### src/sv/oale_pkg.sv
`timescale 1ns / 1ps

package oale_pkg;

	localparam int DEPTH = 64;
	localparam int AW    = $clog2(DEPTH);
	localparam int CW    = $clog2(DEPTH + 1);
	localparam int VW    = 32;

	typedef enum logic [2:0] {
		OP_APPEND  = 3'd0,
		OP_INSERT  = 3'd1,
		OP_DEL_VAL = 3'd2,
		OP_DEL_AT  = 3'd3,
		OP_READ    = 3'd4,
		OP_FIND    = 3'd5
	} op_t;

	typedef enum logic [1:0] {
		ST_OK       = 2'd0,
		ST_FULL     = 2'd1,
		ST_RANGE    = 2'd2,
		ST_NOTFOUND = 2'd3
	} status_t;

	typedef enum logic [1:0] {
		WALK_NONE   = 2'd0,
		WALK_SEARCH = 2'd1,
		WALK_UP     = 2'd2,
		WALK_DOWN   = 2'd3
	} walk_t;

	typedef enum logic [2:0] {
		S_IDLE,
		S_DISPATCH,
		S_SEARCH,
		S_REMOVE,
		S_SHIFT_DN,
		S_SHIFT_UP,
		S_READ_WAIT,
		S_DONE
	} state_t;

	typedef struct packed {
		logic    load_item;
		walk_t   walk;
		walk_t   init_walk;
		logic    append;
		logic    put;
		logic    dec;
		logic    take_hit;
		logic    set_found;
		logic    set_status;
		status_t status;
		logic    read_issue;
		logic    read_capture;
		logic    load_out;
	} ctrl_cmd_t;

	typedef struct packed {
		op_t  op;
		logic full;
		logic pos_bad;
		logic hit;
		logic walk_idle;
		logic out_free;
	} dp_stat_t;

	function automatic logic [CW-1:0] eff_cap(input logic [CW-1:0] cap);
		if (cap > CW'(DEPTH)) begin
			return CW'(DEPTH);
		end
		return cap;
	endfunction

endpackage

### src/sv/oale_ctrl.sv
`timescale 1ns / 1ps

module oale_ctrl (
	input  logic                 clk,
	input  logic                 arst_n,
	input  logic                 s_tvalid,
	output logic                 s_tready,
	input  oale_pkg::dp_stat_t   stat,
	output oale_pkg::ctrl_cmd_t  cmd
);

	oale_pkg::state_t state_q, state_nx;

	always_ff @(posedge clk or negedge arst_n) begin
		if (!arst_n) begin
			state_q <= oale_pkg::S_IDLE;
		end else begin
			state_q <= state_nx;
		end
	end

	always_comb begin
		state_nx = state_q;
		case (state_q)
			oale_pkg::S_IDLE: begin
				if (s_tvalid) state_nx = oale_pkg::S_DISPATCH;
			end
			oale_pkg::S_DISPATCH: begin
				case (stat.op)
					oale_pkg::OP_INSERT: begin
						if (stat.pos_bad || stat.full) state_nx = oale_pkg::S_DONE;
						else state_nx = oale_pkg::S_SHIFT_UP;
					end
					oale_pkg::OP_DEL_VAL, oale_pkg::OP_FIND: begin
						state_nx = oale_pkg::S_SEARCH;
					end
					oale_pkg::OP_DEL_AT: begin
						if (stat.pos_bad) state_nx = oale_pkg::S_DONE;
						else state_nx = oale_pkg::S_REMOVE;
					end
					oale_pkg::OP_READ: begin
						if (stat.pos_bad) state_nx = oale_pkg::S_DONE;
						else state_nx = oale_pkg::S_READ_WAIT;
					end
					default: state_nx = oale_pkg::S_DONE;
				endcase
			end
			oale_pkg::S_SEARCH: begin
				if (stat.hit) begin
					if (stat.op == oale_pkg::OP_FIND) state_nx = oale_pkg::S_DONE;
					else state_nx = oale_pkg::S_REMOVE;
				end else if (stat.walk_idle) begin
					state_nx = oale_pkg::S_DONE;
				end
			end
			oale_pkg::S_REMOVE:    state_nx = oale_pkg::S_SHIFT_DN;
			oale_pkg::S_SHIFT_DN: begin
				if (stat.walk_idle) state_nx = oale_pkg::S_DONE;
			end
			oale_pkg::S_SHIFT_UP: begin
				if (stat.walk_idle) state_nx = oale_pkg::S_DONE;
			end
			oale_pkg::S_READ_WAIT: state_nx = oale_pkg::S_DONE;
			oale_pkg::S_DONE: begin
				if (stat.out_free) state_nx = oale_pkg::S_IDLE;
			end
			default: state_nx = oale_pkg::S_IDLE;
		endcase
	end

	always_comb begin
		cmd        = '0;
		cmd.walk   = oale_pkg::WALK_NONE;
		cmd.status = oale_pkg::ST_OK;
		s_tready   = 1'b0;
		case (state_q)
			oale_pkg::S_IDLE: begin
				s_tready      = 1'b1;
				cmd.load_item = s_tvalid;
			end
			oale_pkg::S_DISPATCH: begin
				case (stat.op)
					oale_pkg::OP_APPEND: begin
						if (stat.full) begin
							cmd.set_status = 1'b1;
							cmd.status     = oale_pkg::ST_FULL;
						end else begin
							cmd.append = 1'b1;
						end
					end
					oale_pkg::OP_INSERT: begin
						if (stat.pos_bad) begin
							cmd.set_status = 1'b1;
							cmd.status     = oale_pkg::ST_RANGE;
						end else if (stat.full) begin
							cmd.set_status = 1'b1;
							cmd.status     = oale_pkg::ST_FULL;
						end else begin
							cmd.init_walk = oale_pkg::WALK_UP;
						end
					end
					oale_pkg::OP_DEL_VAL, oale_pkg::OP_FIND: begin
						cmd.init_walk = oale_pkg::WALK_SEARCH;
					end
					oale_pkg::OP_DEL_AT: begin
						if (stat.pos_bad) begin
							cmd.set_status = 1'b1;
							cmd.status     = oale_pkg::ST_RANGE;
						end
					end
					oale_pkg::OP_READ: begin
						if (stat.pos_bad) begin
							cmd.set_status = 1'b1;
							cmd.status     = oale_pkg::ST_RANGE;
						end else begin
							cmd.read_issue = 1'b1;
						end
					end
					default: ;
				endcase
			end
			oale_pkg::S_SEARCH: begin
				cmd.walk = oale_pkg::WALK_SEARCH;
				if (stat.hit) begin
					if (stat.op == oale_pkg::OP_FIND) cmd.set_found = 1'b1;
					else cmd.take_hit = 1'b1;
				end else if (stat.walk_idle) begin
					cmd.set_status = 1'b1;
					cmd.status     = oale_pkg::ST_NOTFOUND;
				end
			end
			oale_pkg::S_REMOVE: begin
				cmd.init_walk = oale_pkg::WALK_DOWN;
			end
			oale_pkg::S_SHIFT_DN: begin
				cmd.walk = oale_pkg::WALK_DOWN;
				cmd.dec  = stat.walk_idle;
			end
			oale_pkg::S_SHIFT_UP: begin
				cmd.walk = oale_pkg::WALK_UP;
				// drop the new value into the opened slot once the shift drains
				cmd.put  = stat.walk_idle;
			end
			oale_pkg::S_READ_WAIT: begin
				cmd.read_capture = 1'b1;
			end
			oale_pkg::S_DONE: begin
				cmd.load_out = stat.out_free;
			end
			default: ;
		endcase
	end

endmodule

### src/sv/oale_dp.sv
`timescale 1ns / 1ps

module oale_dp (
	input  logic                 clk,
	input  logic                 arst_n,
	input  logic [47:0]          s_tdata,
	input  logic                 cfg_wen,
	input  logic [6:0]           cfg_wdata,
	input  oale_pkg::ctrl_cmd_t  cmd,
	output oale_pkg::dp_stat_t   stat,
	output logic                 m_tvalid,
	input  logic                 m_tready,
	output logic [47:0]          m_tdata
);

	localparam int AW = oale_pkg::AW;
	localparam int CW = oale_pkg::CW;
	localparam int VW = oale_pkg::VW;

	logic [VW-1:0]          mem [oale_pkg::DEPTH];

	logic [2:0]             op_q;
	logic [AW-1:0]          pos_q;
	logic [VW-1:0]          val_q;
	logic [CW-1:0]          count_q;
	logic [CW-1:0]          cap_q;
	logic [CW-1:0]          idx_q;
	logic                   rv_s1;
	logic [AW-1:0]          tag_s1;
	logic [VW-1:0]          rd_s1;
	oale_pkg::status_t      res_status_q;
	logic [AW-1:0]          res_found_q;
	logic [VW-1:0]          res_value_q;
	logic                   out_valid_q;
	logic [47:0]            out_data_q;

	logic [CW-1:0]          eff;
	logic [CW-1:0]          pos_ext;
	logic [CW-1:0]          idx_m1;
	logic                   issue;
	logic [AW-1:0]          ra;
	logic                   we;
	logic [AW-1:0]          wa;
	logic [VW-1:0]          wd;

	assign eff     = oale_pkg::eff_cap(cap_q);
	assign pos_ext = {1'b0, pos_q};
	assign idx_m1  = idx_q - CW'(1);

	always_comb begin
		case (cmd.walk)
			oale_pkg::WALK_SEARCH, oale_pkg::WALK_DOWN: issue = idx_q < count_q;
			oale_pkg::WALK_UP:                          issue = idx_q > pos_ext;
			default:                                    issue = 1'b0;
		endcase
	end

	always_comb begin
		case (cmd.walk)
			oale_pkg::WALK_SEARCH, oale_pkg::WALK_DOWN: ra = idx_q[AW-1:0];
			oale_pkg::WALK_UP:                          ra = idx_m1[AW-1:0];
			default:                                    ra = pos_q;
		endcase
	end

	always_comb begin
		we = 1'b0;
		wa = pos_q;
		wd = val_q;
		if ((cmd.walk == oale_pkg::WALK_UP || cmd.walk == oale_pkg::WALK_DOWN) && rv_s1) begin
			we = 1'b1;
			wa = tag_s1;
			wd = rd_s1;
		end else if (cmd.append) begin
			we = 1'b1;
			wa = count_q[AW-1:0];
		end else if (cmd.put) begin
			we = 1'b1;
		end
	end

	always_ff @(posedge clk) begin
		if (we) mem[wa] <= wd;
		rd_s1 <= mem[ra];
	end

	assign stat.op        = oale_pkg::op_t'(op_q);
	assign stat.full      = count_q >= eff;
	assign stat.pos_bad   = (pos_ext >= count_q) || (pos_ext >= eff);
	assign stat.hit       = (cmd.walk == oale_pkg::WALK_SEARCH) && rv_s1 && (rd_s1 == val_q);
	assign stat.walk_idle = !issue && !rv_s1;
	assign stat.out_free  = !out_valid_q || m_tready;

	always_ff @(posedge clk or negedge arst_n) begin
		if (!arst_n) begin
			count_q     <= '0;
			cap_q       <= CW'(oale_pkg::DEPTH);
			rv_s1       <= 1'b0;
			out_valid_q <= 1'b0;
		end else begin
			if (cfg_wen) cap_q <= cfg_wdata;
			if (cmd.append || cmd.put) count_q <= count_q + CW'(1);
			else if (cmd.dec) count_q <= count_q - CW'(1);
			rv_s1 <= issue;
			if (cmd.load_out) out_valid_q <= 1'b1;
			else if (m_tready) out_valid_q <= 1'b0;
		end
	end

	always_ff @(posedge clk) begin
		if (cmd.load_item) begin
			op_q         <= s_tdata[2:0];
			pos_q        <= s_tdata[8:3];
			val_q        <= s_tdata[40:9];
			res_status_q <= oale_pkg::ST_OK;
			res_found_q  <= '0;
			res_value_q  <= '0;
		end
		case (cmd.init_walk)
			oale_pkg::WALK_SEARCH: idx_q <= '0;
			oale_pkg::WALK_UP:     idx_q <= count_q;
			oale_pkg::WALK_DOWN:   idx_q <= pos_ext + CW'(1);
			default: begin
				if (issue) begin
					if (cmd.walk == oale_pkg::WALK_UP) idx_q <= idx_m1;
					else idx_q <= idx_q + CW'(1);
				end
			end
		endcase
		// tag the read in flight with its write slot, or its position on a search
		tag_s1 <= (cmd.walk == oale_pkg::WALK_DOWN) ? idx_m1[AW-1:0] : idx_q[AW-1:0];
		if (cmd.take_hit) pos_q <= tag_s1;
		if (cmd.set_found) res_found_q <= tag_s1;
		if (cmd.read_capture) res_value_q <= rd_s1;
		if (cmd.set_status) res_status_q <= cmd.status;
		if (cmd.load_out) begin
			out_data_q <= {1'b0, count_q, res_value_q, res_found_q, res_status_q};
		end
	end

	assign m_tvalid = out_valid_q;
	assign m_tdata  = out_data_q;

endmodule

### src/sv/ordered_array_list_engine.sv
`timescale 1ns / 1ps
// Ordered list engine: a bounded list of 32-bit values in a 64-entry memory.
// Commands arrive on the s_ stream, one result per command leaves on m_.
// Command codes: append, insert at position, delete by value, delete at
// position, read, find. Codes six and seven do nothing and report ok.
// cfg_wen/cfg_wdata set the capacity (above 64 counts as 64); write it only
// while no command is in flight.
// One command is worked at a time, in these steps after dispatch:
//   append, rejected commands and unused codes: straight to the result;
//   read: a memory read, then the result;
//   find: a scan from position zero up to the first hit or the end;
//   insert: the entries from position on shift up, then the value is written;
//   delete at position: the entries after position shift down;
//   delete by value: the scan, then the shift down from the hit.
// The walks are paced by the entry memory: one read and one write per cycle.
// s_tready is high only while idle; a finished result sits in the output
// register, so the next command is taken while m_ is stalled, and its result
// waits until the previous one is taken.
// arst_n empties the list, sets capacity to 64 and drops m_tvalid; memory
// contents are not cleared.
module ordered_array_list_engine (
	input  logic        clk,
	input  logic        arst_n,
	input  logic        s_tvalid,
	output logic        s_tready,
	input  logic [47:0] s_tdata,  // command[2:0], position[8:3], item_value[40:9], zero pad
	output logic        m_tvalid,
	input  logic        m_tready,
	output logic [47:0] m_tdata,  // status[1:0], found_position[7:2], read_value[39:8],
	                              // entry_count[46:40], zero pad
	input  logic        cfg_wen,
	input  logic [6:0]  cfg_wdata
);

	oale_pkg::ctrl_cmd_t cmd;
	oale_pkg::dp_stat_t  stat;

	oale_ctrl u_ctrl (
		.clk      (clk),
		.arst_n   (arst_n),
		.s_tvalid (s_tvalid),
		.s_tready (s_tready),
		.stat     (stat),
		.cmd      (cmd)
	);

	oale_dp u_dp (
		.clk       (clk),
		.arst_n    (arst_n),
		.s_tdata   (s_tdata),
		.cfg_wen   (cfg_wen),
		.cfg_wdata (cfg_wdata),
		.cmd       (cmd),
		.stat      (stat),
		.m_tvalid  (m_tvalid),
		.m_tready  (m_tready),
		.m_tdata   (m_tdata)
	);

endmodule

### config.mk
export PLATFORM = sky130hd
export DESIGN_NAME = ordered_array_list_engine
export DESIGN_NICKNAME = d
export VERILOG_FILES = /design/src/sv/oale_pkg.sv /design/src/sv/oale_ctrl.sv /design/src/sv/oale_dp.sv /design/src/sv/ordered_array_list_engine.sv
export SDC_FILE = /design/constraint.sdc
export NUM_CORES = 2
export LEC_CHECK = 0
export ABC_CLOCK_PERIOD_IN_PS = 7600
export BUFFER_PORTS_ARGS = -buffer_cell sky130_fd_sc_hd__buf_2
export CORE_MARGIN = 8
export CORE_UTILIZATION = 52
export CTS_CLUSTER_SIZE = 28
export DETAILED_ROUTE_END_ITERATION = 8
export PLACE_DENSITY = 0.71
export SKIP_CTS_REPAIR_TIMING = 1
export SYNTH_ARGS = -nofsm -noshare
export SYNTH_HDL_FRONTEND = slang
export SYNTH_SLANG_ARGS = --single-unit
### constraint.sdc
create_clock -name clk -period 7.6 [get_ports clk]
set_input_delay 0.76 -clock clk [delete_from_list [all_inputs] [get_ports clk]]
set_output_delay 0.76 -clock clk [all_outputs]
set_load 0.005 [all_outputs]
==> run metrics <==
grt met2 use 38.9%; DR WL/cell 28.9 um; # nets final ~6200; vias in the first global route 52430; status finished clean; maximum root-to-sink buffer count 3; Worst Clk Skew around 0.041 ns; crit-path most repeated cell a21o_1; Critical Path, Cell by Cell inv_1 -> nand2_1 -> ha_1 -> a21o_1 -> a21o_1 -> a2111oi_2 -> o21ai_2 -> mux2i_1 -> mux2i_2 -> nand3_1 -> nor2_4 -> buf_4; Final Critical Period 5.95 ns; I/O pin count between 100 and 150; clock tree root buffer cell clkbuf_16; residual overflow from global routing 0; FP Rows 151; initial core utilization 52.4%; area occupied by multi-input gates between 0.02 and 0.025 mm2; Remaining DRCs 0; HPWL after detailed placement 136000 um; maximum clock rate 168 MHz; Leakage 0.0332 uW; sequential cell area approximately 0.067 mm2; DRT Pass-1 Iters 8; Setup crit end kind flip-flop; H-Tree Depth 4; worst-path maximum fanout 19; CTS tree yes; Slowest cell on crit path nand3_1; crit path DAT 6.45 ns; Area growth syn-to-layout 11.2%; core area 0.170 mm2; initial antenna violation count 12; Post-synth top cells edfxtp_1 (2183), nand2_1 (1308), nand3_1 (345), a31oi_1 (229), a211oi_1 (226); die area 0.184 mm2; EDFF count, synth 2183; worst slew pin tran between 1 and 1.5 ns; Chip Width 430 um; relative slew slack 4.70%; PortBufs about 100; Routed Antenna Nets 0; post-synthesis area per instance 14.7 um2; vias per cell 6.44; type of the worst min-delay path input port to flip-flop; cell area after synthesis 0.0889 mm2; Overall Global Routing Usage about a quarter; crit path kind flip-flop to flip-flop; Clock Latency Late Sink 0.86 ns; gpl congestion 0.876; Worst-path clk slew 0.06 ns; RSZ-0062 raised after global routing no; largest net degree at the start of global routing 165; Hold Vio Cnt, Final 0; area leader, netlist edfxtp_1; dominant cell by count in the synthesized netlist edfxtp_1; Final period util 78.3%; ys flop type edfxtp_1; Min Hold Slack 0.0774 ns; Ys Warns 0; Synth Register Bits about 2200; dominant cells by area after synthesis edfxtp_1 (74%), nand2_1 (5.5%), nand3_1 (1.9%); first-pass GRT wire length 353000 um; share of the yosys chip area belonging to registers about 75%; WP data required 8.09 ns; worst vdd ir 0.456 mV; final WL 246000 um; Startpoint Class flip-flop; met3 usage 6.25%; max-slew violations 0; clk sinks 2240; Final TNS setup 0 ns; Most Crowded Layer GR met2; final setup fails 0; Max Cap Viol 0; Power Dens Cells 447 mW/mm2; ys async rst share 0.848%; Synth top area share between 70% and 80%; critical path's largest stage delay 0.96 ns; Die Span Y 430 um; Cells after Synth between 6000 and 7000; share of cells above drive strength 1 12.1%; routing usage on met1 35.2%; CTS buffer count 208; routed via count 54891; number of fill cells in the layout 12520; Post-Synthesis Net Count 6160; Distinct cells, synth 88; DR iter-0 viols 8099
[layout make-up]
type | instances | area share, %
tap | 2218 | 2.81
multi-input combinational | 3383 | 21.0
antenna | 2 | 0.00506
clock inverter | 105 | 1.05
clock buffer | 276 | 5.63
inverter | 29 | 0.110
timing repair buffer | 264 | 1.89
sequential | 2240 | 67.5
[critical path, delay by kind of cell (launching register included)]
family / cells / cell delay [ns]
AND/OR/NAND/NOR: 3 / 2.01
flip-flops: 1 / 0.57
multiplexers: 2 / 1.03
buffers and inverters: 2 / 0.63
AO/OA/AOI/OAI: 4 / 1.06
adder cells (fa/ha/maj): 1 / 0.25
[per-stage QoR]
step	total power (uW)	instance area (um2)	std cells	worst slack (ns)	utilization [%]
2_1_floorplan	27500	88900	6057	1.16	-
3_3_place_gp	33500	92300	8132	1.89	54.4
3_5_place_dp	33900	92300	8132	1.80	54.4
4_1_cts	43900	98900	8513	1.76	58.3
5_1_grt	45800	98900	8515	1.42	58.3
6_report	44200	98900	8517	1.65	58.3
[placed cells by master (no fill, tap or decap), drive strengths merged, types with 12 or more instances in the layout]
| cell type | instances |
|---|---|
| a211oi | 226 |
| a21o | 18 |
| a21oi | 132 |
| a22oi | 12 |
| a311oi | 21 |
| a31oi | 229 |
| a32oi | 66 |
| and2 | 45 |
| and3 | 193 |
| buf | 263 |
| bufinv | 14 |
| clkbuf | 276 |
| clkinv | 76 |
| dfrtp | 18 |
| dfxtp | 38 |
| edfxtp | 2183 |
| ha | 42 |
| inv | 35 |
| mux2 | 13 |
| mux2i | 135 |
| mux4 | 68 |
| nand2 | 1310 |
| nand2b | 19 |
| nand3 | 346 |
| nand4 | 27 |
| nor2 | 80 |
| nor2b | 13 |
| nor3 | 41 |
| nor4 | 35 |
| o21ai | 24 |
| o221ai | 22 |
| o22ai | 61 |
| o32ai | 21 |
| or4 | 40 |
| xnor2 | 39 |
| xor2 | 16 |
[registers in the layout, summed over array words and instances (netlist names), 3 cells and up]
signal / cells
u_dp.m_tdata: 47
u_dp.rd_s1: 32
u_dp.tag_s1: 6
u_dp.count_q: 7
u_dp.pos_q: 6
u_dp.val_q: 32
u_ctrl.state_q: 3
u_dp.res_value_q: 32
u_dp.op_q: 3
u_dp.idx_q: 7
u_dp.mem: 2048
u_dp.cap_q: 7
u_dp.res_found_q: 6
[cells by family after synthesis]
family                   synth area share [%]
other                                 0.00422
adder cells (fa/ha/maj)                 0.613
AO/OA/AOI/OAI                            6.95
buffers and inverters                    2.30
flip-flops                               75.1
AND/OR/NAND/NOR                          11.0
XOR/XNOR                                0.563
multiplexers                             3.41
[layer usage]
layer	routed length, um	part of all wire (%)
met5	13	0.0053
met4	13000	5.3
met3	30600	12
met1	92600	38
met2	110000	45
[power breakdown]
group          internal (uW)  total [uW]  switching [uW]
clock network           5640       10200            4520
logic                   5350       18500           13200
registers              15000       15500             558
total                  26000       44200           18300
[final timing paths]
| kind | from | to | slack (ns) | cells past startpoint |
|---|---|---|---|---|
| setup reg to reg | u_dp.cap_q[6]$_DFFE_PN1P_ | u_dp.mem[1][18]$_DFFE_PP_ | 1.65 | 12 |
| hold / removal | s_tdata[31] | u_dp.val_q[22]$_DFFE_PP_ | 0.08 | 1 |
| max in group asynchronous | arst_n | u_dp.cap_q[6]$_DFFE_PN1P_ | 6.87 | 2 |
| min in group asynchronous | arst_n | u_dp.m_tvalid$_DFFE_PN0P_ | 0.38 | 2 |
| hold reg to reg | u_dp.res_value_q[21]$_SDFFCE_PN0P_ | u_dp.m_tdata[29]$_DFFE_PP_ | 0.41 | 0 |
| setup / recovery | u_dp.cap_q[6]$_DFFE_PN1P_ | u_dp.mem[1][18]$_DFFE_PP_ | 1.65 | 12 |
(Power assumes the default switching activity.)
